`src/rtl/binary_to_decimal_ascii_core_assert.svh`:
```
// assertion macros for the binary to decimal ascii core
`ifndef BINARY_TO_DECIMAL_ASCII_CORE_ASSERT_SVH
`define BINARY_TO_DECIMAL_ASCII_CORE_ASSERT_SVH
`ifndef SYNTH
`define B2DA_ASSERT_IMP(lbl, ante, cons) \
	lbl: assert property (@(posedge clk) disable iff (!arst_n) (ante) |-> (cons)) \
		else $error("b2da: implication check failed");
`define B2DA_ASSERT_NXT(lbl, ante, cons) \
	lbl: assert property (@(posedge clk) disable iff (!arst_n) (ante) |=> (cons)) \
		else $error("b2da: next cycle check failed");
`else
`define B2DA_ASSERT_IMP(lbl, ante, cons)
`define B2DA_ASSERT_NXT(lbl, ante, cons)
`endif
`endif

```
`src/rtl/b2da_pkg.sv`:
```
// shared types and constants for the binary to decimal ascii core
`timescale 1ns / 1ps
package b2da_pkg;

	localparam int VALUE_W    = 31;
	localparam int DIGIT_W    = 4;
	localparam int NUM_DIGITS = 10;
	localparam int BCD_W      = NUM_DIGITS * DIGIT_W;
	localparam int LEFT_W     = $clog2(NUM_DIGITS + 1);
	localparam int ASCII_W    = 6;

	localparam logic [ASCII_W-1:0] ASCII_ZERO = 6'd48;

	typedef enum logic [1:0] {
		ST_IDLE,
		ST_CONV,
		ST_SKIP,
		ST_EMIT
	} state_t;

endpackage

```
`src/rtl/binary_to_decimal_ascii_core.sv`:
```
// top level: binary value in, decimal ascii digits out, most significant first
//
// input channel: value with in_valid / in_stall; a word is taken when in_valid
// is high and in_stall is low. in_stall stays high from the accepted word until
// its last digit has been taken, so one value is converted at a time.
// output channel: ascii_digit and last with out_valid / out_stall; one word per
// decimal digit, leading zeros dropped, last high on the final digit. zero
// gives the single digit '0'.
// steps: the double dabble unit shifts one input bit per cycle, then the bcd
// is handed over, leading zero digits are dropped one per cycle, a final skip
// step finds the first digit and digits are sent one per cycle unless
// out_stall is high. with no output stall the time from one accept to the
// next is the same for any number of digits.
// out_stall holds the current digit in place and only delays the block.
// arst_n returns the block to idle, ready for a value, with no output pending.
`timescale 1ns / 1ps
`include "binary_to_decimal_ascii_core_assert.svh"
module binary_to_decimal_ascii_core
	import b2da_pkg::*;
(
	input  logic               clk,
	input  logic               arst_n,
	input  logic               in_valid,
	output logic               in_stall,
	input  logic [VALUE_W-1:0] value,
	output logic               out_valid,
	input  logic               out_stall,
	output logic [ASCII_W-1:0] ascii_digit,
	output logic               last
);

	state_t              state_q;
	state_t              state_d;
	logic [BCD_W-1:0]    bcd_q;
	logic [LEFT_W-1:0]   left_q;
	logic [BCD_W-1:0]    conv_bcd;
	logic                conv_done;
	logic                in_acc;
	logic                skip_go;
	logic                on_last;
	logic [DIGIT_W-1:0]  top_digit;

	assign in_acc    = in_valid && !in_stall;
	assign top_digit = bcd_q[BCD_W-1 -: DIGIT_W];
	assign on_last   = (left_q == LEFT_W'(1));
	assign skip_go   = (top_digit == '0) && !on_last;

	b2da_dabble u_dabble (
		.clk    (clk),
		.arst_n (arst_n),
		.start  (in_acc),
		.value  (value),
		.done   (conv_done),
		.bcd    (conv_bcd)
	);

	always_comb begin
		state_d = state_q;
		unique case (state_q)
			ST_IDLE: begin
				if (in_valid) state_d = ST_CONV;
			end
			ST_CONV: begin
				if (conv_done) state_d = ST_SKIP;
			end
			ST_SKIP: begin
				if (!skip_go) state_d = ST_EMIT;
			end
			ST_EMIT: begin
				if (!out_stall && on_last) state_d = ST_IDLE;
			end
			default: state_d = ST_IDLE;
		endcase
	end

	always_comb begin
		in_stall    = (state_q != ST_IDLE);
		out_valid   = (state_q == ST_EMIT);
		ascii_digit = ASCII_ZERO + {{(ASCII_W-DIGIT_W){1'b0}}, top_digit};
		last        = on_last;
	end

	always_ff @(posedge clk or negedge arst_n) begin
		if (!arst_n) begin
			state_q <= ST_IDLE;
			left_q  <= '0;
		end else begin
			state_q <= state_d;
			unique case (state_q)
				ST_CONV: if (conv_done) left_q <= LEFT_W'(NUM_DIGITS);
				ST_SKIP: if (skip_go) left_q <= left_q - 1'b1;
				ST_EMIT: if (!out_stall) left_q <= left_q - 1'b1;
				default: left_q <= left_q;
			endcase
		end
	end

	always_ff @(posedge clk) begin
		unique case (state_q)
			ST_CONV: if (conv_done) bcd_q <= conv_bcd;
			ST_SKIP: if (skip_go) bcd_q <= {bcd_q[BCD_W-DIGIT_W-1:0], {DIGIT_W{1'b0}}};
			ST_EMIT: if (!out_stall) bcd_q <= {bcd_q[BCD_W-DIGIT_W-1:0], {DIGIT_W{1'b0}}};
			default: bcd_q <= bcd_q;
		endcase
	end

	`B2DA_ASSERT_IMP(a_digit_range, out_valid, ascii_digit >= ASCII_ZERO && ascii_digit <= 6'd57)
	`B2DA_ASSERT_NXT(a_no_early_out, in_acc, !out_valid && in_stall)
	`B2DA_ASSERT_NXT(a_idle_after_last, out_valid && last && !out_stall, !out_valid && !in_stall)
	`B2DA_ASSERT_IMP(a_done_in_conv, conv_done, state_q == ST_CONV)

endmodule

```
`src/rtl/b2da_dabble.sv`:
```
// bit-serial double dabble converter, one input bit per cycle
`timescale 1ns / 1ps
module b2da_dabble
	import b2da_pkg::*;
(
	input  logic               clk,
	input  logic               arst_n,
	input  logic               start,
	input  logic [VALUE_W-1:0] value,
	output logic               done,
	output logic [BCD_W-1:0]   bcd
);

	localparam int CNT_W = $clog2(VALUE_W + 1);

	logic [VALUE_W-1:0] bin_q;
	logic [BCD_W-1:0]   bcd_q;
	logic [BCD_W-1:0]   adj;
	logic [CNT_W-1:0]   cnt_q;
	logic               busy_q;
	logic               done_q;

	// add three to every digit of five or more before the shift
	always_comb begin
		for (int i = 0; i < NUM_DIGITS; i++) begin
			if (bcd_q[i*DIGIT_W +: DIGIT_W] >= 4'd5) begin
				adj[i*DIGIT_W +: DIGIT_W] = bcd_q[i*DIGIT_W +: DIGIT_W] + 4'd3;
			end else begin
				adj[i*DIGIT_W +: DIGIT_W] = bcd_q[i*DIGIT_W +: DIGIT_W];
			end
		end
	end

	always_ff @(posedge clk or negedge arst_n) begin
		if (!arst_n) begin
			busy_q <= 1'b0;
			done_q <= 1'b0;
			cnt_q  <= '0;
		end else begin
			done_q <= 1'b0;
			if (start) begin
				busy_q <= 1'b1;
				cnt_q  <= CNT_W'(VALUE_W);
			end else if (busy_q) begin
				cnt_q <= cnt_q - 1'b1;
				if (cnt_q == CNT_W'(1)) begin
					busy_q <= 1'b0;
					done_q <= 1'b1;
				end
			end
		end
	end

	always_ff @(posedge clk) begin
		if (start) begin
			bin_q <= value;
			bcd_q <= '0;
		end else if (busy_q) begin
			bcd_q <= {adj[BCD_W-2:0], bin_q[VALUE_W-1]};
			bin_q <= {bin_q[VALUE_W-2:0], 1'b0};
		end
	end

	assign done = done_q;
	assign bcd  = bcd_q;

endmodule
```
`config.mk`:
```
export PLATFORM = sky130hd
export DESIGN_NAME = binary_to_decimal_ascii_core
export DESIGN_NICKNAME = d
export VERILOG_FILES = /design/src/rtl/b2da_pkg.sv /design/src/rtl/binary_to_decimal_ascii_core.sv /design/src/rtl/b2da_dabble.sv
export VERILOG_INCLUDE_DIRS = /design/src /design/src/rtl
export SDC_FILE = /design/constraint.sdc
export NUM_CORES = 1
export LEC_CHECK = 0
export ABC_AREA = 1
export BUFFER_PORTS_ARGS = -buffer_cell sky130_fd_sc_hd__buf_2
export CORE_MARGIN = 2
export CORE_UTILIZATION = 55
export DETAILED_ROUTE_END_ITERATION = 10
export PLACE_DENSITY_LB_ADDON = 0.12
export SLEW_MARGIN = 20
export SYNTH_ARGS = -nofsm -noshare
export SYNTH_HDL_FRONTEND = slang
export SYNTH_HIERARCHICAL = 1
export SYNTH_SLANG_ARGS = --single-unit
export TNS_END_PERCENT = 5
```
`constraint.sdc`:
```
create_clock -name clk -period 2.4 [get_ports clk]
set_clock_uncertainty 0.1 [all_clocks]
set_input_delay 0.36 -clock clk [delete_from_list [all_inputs] [get_ports clk]]
set_output_delay 0.36 -clock clk [all_outputs]
set_load 0.01 [all_outputs]
```
# After elaboration in Yosys (flattened, before gate mapping)
# Index checks and enable logic that the tools add are counted.
# totals
ff_bits	124
input_bits	35
output_inout_bits	9
wordCells	88
# classes
n_addsub	13
magnitude_cmp	10
eq_ne	11
muxes	33
reduce_logical	13
# op_table
operator	n
$mux 40	3
$pmux 40 s3	1
$mux 31	2
$mux 4	12
$ge 4x3->1 const B	10
$add 4x2->4 const B	9
$pmux 4 s3	1
$mux 5	2
$mux 2	4
$ne 2x2->1 const B	4
$pmux 2 s4	1
$reduce_and 4->1	2
$add 5x5->6 const A	1
$mux 1	6
$eq 5x1->1 const B	1
$sub 5x1->5 const B	1
$eq 2x2->1 const B	2
$eq 4x1->1 const B	1
$logic_not 4->1	1
$ne 2x1->1 const B	2
$reduce_bool 2->1	2
$sub 4x1->4 const B	1
$add 3x2->3 const B	1
$logic_and 1x1->1	3
other kinds (5)	7

# Longest topological paths before layout
# depth
word_depth	5
depth_mapped	11
depth_no_buf	9

# Cells and area by module
# Netlist, hierarchy kept.
# modules_own_cells
module	instances	cells_each	area_per_inst_um2	seq_area_each_um2
b2da_dabble	1	499	3881.2	1906.8
binary_to_decimal_ascii_core	1	244	2253.4	1351.3

# Worst setup path before layout
# No wires, ideal clock.
# synth_timing
path_type	flip-flop to flip-flop
from	register state_q[0]
to	register bcd_q[0] (enable)
setup_time_ns	0.395
t_arrival_ns	1.902
required_time_ns	1.905
setup_slack_ns	0.004
stages_incl_launch_ff	7
n_path_buf	0
synth_period_minus_slack_ns	2.396
path_cell_list	dfrtp_1 -> ha_1 -> nand2_1 -> nand2_1 -> nor2_2 -> nand2_4 -> inv_1
# synth_via
elab_chain_len	3
word_cells_on_any_way	8
cone_classes	eq/ne: 6; reduce/logical: 2
# synth_rtl
element	line_no	text
start: declaration	binary_to_decimal_ascii_core.sv:32	state_t state_q;
start signal: assignment	binary_to_decimal_ascii_core.sv:88	state_q <= state_d;
$eq 2x2->1 *	--	
named net out_valid	binary_to_decimal_ascii_core.sv:26	output logic out_valid,
$ne 2x2->1 (no source line) or $reduce_bool 3->1 (tied branches)	--	
$reduce_and 4->1 (no source line) *	--	
end signal: assignment	binary_to_decimal_ascii_core.sv:100	ST_CONV: if (conv_done) bcd_q <= conv_bcd;
end signal: assignment	binary_to_decimal_ascii_core.sv:101	ST_SKIP: if (skip_go) bcd_q <= {bcd_q[BCD_W-DIGIT_W-1:0], {DIGIT_W{1'b0}}};
end signal: assignment	binary_to_decimal_ascii_core.sv:102	ST_EMIT: if (!out_stall) bcd_q <= {bcd_q[BCD_W-DIGIT_W-1:0], {DIGIT_W{1'b0}}};
end: declaration	binary_to_decimal_ascii_core.sv:34	logic [BCD_W-1:0] bcd_q;
# Mark *: on every way through the listed nets, which the timed path passes. The rest lies on a longest branch.
# A chain may end at the register's enable or synchronous reset.

# Final worst setup path
# layout_timing
from	register state_q[0]
to	register bcd_q[4] (enable)
# layout_via
elab_chain_len	3
word_cells_on_any_way	8
cone_classes	eq/ne: 6; reduce/logical: 2
# layout_rtl
element	line_no	text
$eq 2x2->1 or $eq 2x1->1 (tied branches)	binary_to_decimal_ascii_core.sv:99	unique case (state_q)
$ne 2x2->1 (no source line) (tied with other cells)	--	
$reduce_and 4->1 (no source line) *	--	
# Mark *: on every way between the ends. The rest lies on a longest branch, timed or not.

==> impl_results.md <==
* Status: completed
* Via-to-Cell Ratio at 5.11
* Die Y at 110 microns
* Final min period at between 1.5 and 2 ns
* Post-CTS sizing at 0
* GR Layer Usage met2 at 37.2%
* Critical path capture point type: register
* DPL Wire Length at between 7000 and 8000 microns
* Top-count cell post-synth: nand2_1
* Die ar. at between 0.01 and 0.015 sq mm
* Initial Util at about 57%
* IO Count at 44
* Clock transition at path regs at ~0.06 ns
* Setup_tns at 0 ns
* Period Utilization, post-route at between 80% and 90%
* Post-synthesis compound-gate area fraction at 4.36%
* Worst path arrival time at 2.06 ns
* CP most frequent cell: nand2_1
* Logic pwr share at 34.8%
* Clk buf depth at 2
* Highest Clock Rate at slightly above 500 MHz
* Initial DRC count at 401
* Maxcap violations at 0
* Std cell rows at 38
* Routed Antenna Nets at 0
* Max rail drop VDD at about 1200 uV
* GP Congestion at 0.828
* Met3 usage at under 10%
* Ant diodes at 0
* Critical Path Fanout Max at 40
* Port Buffer Count at 41
* Hold Fails Final Rpt at 0
* Overflow after GRT at 0
* Cells after Synth at 743
* Wire length per cell at 12.8 microns
* Area contributors post-synth: edfxtp_1, nand2_1, dfxtp_1
* Largest area contributor in the netlist: edfxtp_1
* Synth Area in Adders at 5.91%
* Total Wirelength at 12200 microns
* Slew Limit Fails at 0
* Initial antenna violation count at 0
* Core Area at 0.0108 sq mm
* Sw frac at between 30% and 40%
* Int Pwr at 6.40 mW
* CTS tree: built
* Post-synthesis xor/xnor area fraction at 0.286%
* Vias in the first global route at 4727
* Cell Chain, Critical Path: ha_1, nand2_1, nand2_1, nor2_2, nand2_4, inv_1, buf_12
* DR vias at a little under 5000
* Cts hold-fix bufs at 18
* Power share of the clock group at about 25%
* Largest net degree at the start of global routing at 43
* DRT Pass-1 Iters at 7
* TritonCTS sink count at 124
* Final setup viols at 0
* GRT busiest layer: met2
* Synth top area share at 34.8%
* Primary FF master, synth: edfxtp_1
* Synth warnings at 6
* Worst hold path type: primary input to register
* Seq/Total Area, Yosys at 53.1%
* Worst hold slack at 0.00741 ns
* Clock Tree Root: clkbuf_8
* CP peak stage delay at 0.41 ns
* Psw at approximately 3.7 mW
* Number of synthesized flops with an enable pin at 71
* RSZ-0062 raised after global routing: false
* Largest delay contributor family on the critical path: simple AND/OR/NAND/NOR gates
* H-Tree Level Count at 4
* # DRC at 0
* Yosys cell types at 27
* Met1 usage at 27.3%
* GRT Overall Usage at roughly 22%
* WP data required at around 2.5 ns
* WS Path Type: register to register
* Mux contribution to synthesized area at 0%
* Synth Cell Area at 0.00613 sq mm
* Cts bufs inserted at 17
* First-pass GRT wire length at 20800 microns
* Synth Register Bits at 124
* Nets at between 800 and 900
* WP buf/inv at 2
* Asr flop ratio synth at 10.5%
* Most instantiated cells after synthesis: nand2_1, edfxtp_1, nand3_1, inv_1, dfxtp_1
* P&R area growth vs syn at 17.1%
* Post-Synth Simple-Gate Area at 28.7%
* Die X at ~110 microns
* Main combinational cell family by area after synthesis: simple AND/OR/NAND/NOR gates
* PD cells at 1410 mW/mm^2
* Crit start category: register
* Critical Path Slowest Stage Cell: dfrtp_1
* Leakage Power at 3.57 nW
* Share of cells above drive strength 1 at 11.5%
* Clk_lat worst skew at 0.53 ns
* Post-CTS Setup Bufs at 0
* Seq pwr share at 40.4%
* Syn avg cell area at ~8.3 sq um
[layout make-up]
cell class,instances,area [sq um]
flip-flops and latches,124,3260
clock buffers,20,435
fillers,877,3660
multi-input cells,520,2420
clock inverters,12,148
inverters,69,259
well taps,140,175
repair buffers,69,485
[flip-flops by register name, summed over array words and instances (netlist names)]
name             cells
bcd_q               40
u_dabble/done        1
u_dabble/bcd        40
left_q               4
state_q              2
u_dabble/bin_q      31
u_dabble/busy_q      1
u_dabble/cnt_q       5
[per-layer routing]
| layer | part of all wire (%) | wire length [microns] | vias up |
|---|---|---|---|
| met2 | 49 | 5940 | 133 |
| met5 | 0 | 0 | - |
| met3 | 4.2 | 510 | 25 |
| li1 | - | - | 2491 |
| met1 | 45 | 5510 | 2228 |
| met4 | 2.1 | 255 | 0 |
[placed cells by master (no fill, tap or decap), types with 4 or more instances in the layout]
master	synthesis	layout
buf_4	7	8
ha_1	29	29
dfrtp_1	13	13
dfxtp_1	40	40
nand3_1	69	69
dlygate4sd3_1	0	18
nor2_2	3	4
inv_1	65	65
nor2_1	15	14
nand2_1	337	337
edfxtp_1	71	71
clkbuf_16	0	16
inv_2	4	4
buf_2	13	41
nand4_1	5	5
o21ai_0	35	35
a21oi_1	7	7
o21ai_1	9	9
clkinvlp_4	0	4
[kinds of logic after synthesis]
logic type / after synthesis
AO/OA/AOI/OAI: 52
XOR/XNOR: 2
adder cells (fa/ha/maj): 29
buffers and inverters: 100
flip-flops: 124
other: 1
AND/OR/NAND/NOR: 435
[power groups by stage]
stage	logic [mW]	registers, mW	clock network, mW
after detailed placement	3.50	4.12	0
after CTS	3.56	4.10	2.55
after global routing	4.12	4.21	2.66
after floorplan	2.82	3.97	0
final	3.54	4.10	2.52
after global placement	3.35	4.09	0
[final timing paths]
kind | from | endpoint | slack, ns | cells past startpoint
worst max-delay path | state_q[0] | bcd_q[4] | 0.45 | 7
worst min-delay path | value[9] | u_dabble/bin_q[9] | 0.007 | 3
worst max register to register | state_q[0] | bcd_q[4] | 0.45 | 7
worst min register to register | u_dabble/bcd[37] | u_dabble/bcd[37] | 0.37 | 2
max in group asynchronous | arst_n | u_dabble/cnt_q[1] | 1.81 | 2
min in group asynchronous | arst_n | left_q[3] | 0.15 | 2
[worst register-to-register path, stage by stage (launching register included)]
cell     delay, ns
dfrtp_1       0.41
ha_1          0.27
nand2_1       0.12
nand2_1       0.07
nor2_2        0.21
nand2_4       0.10
inv_1         0.10
buf_12        0.22
[stage by stage]
step                      total power, mW  area (sq um)  cells  setup slack (ns)  util (%)
final                                10.1          7180    954             0.450      66.2
after global routing                 11.0          7180    954             0.329      66.2
after CTS                            10.2          7180    954             0.468      66.2
after detailed placement             7.61          6420    904             0.482      59.2
after global placement               7.44          6420    904             0.532      59.2
after floorplan                      6.79          6140    744           0.00350         -
Power figures use the tool's default switching activity.
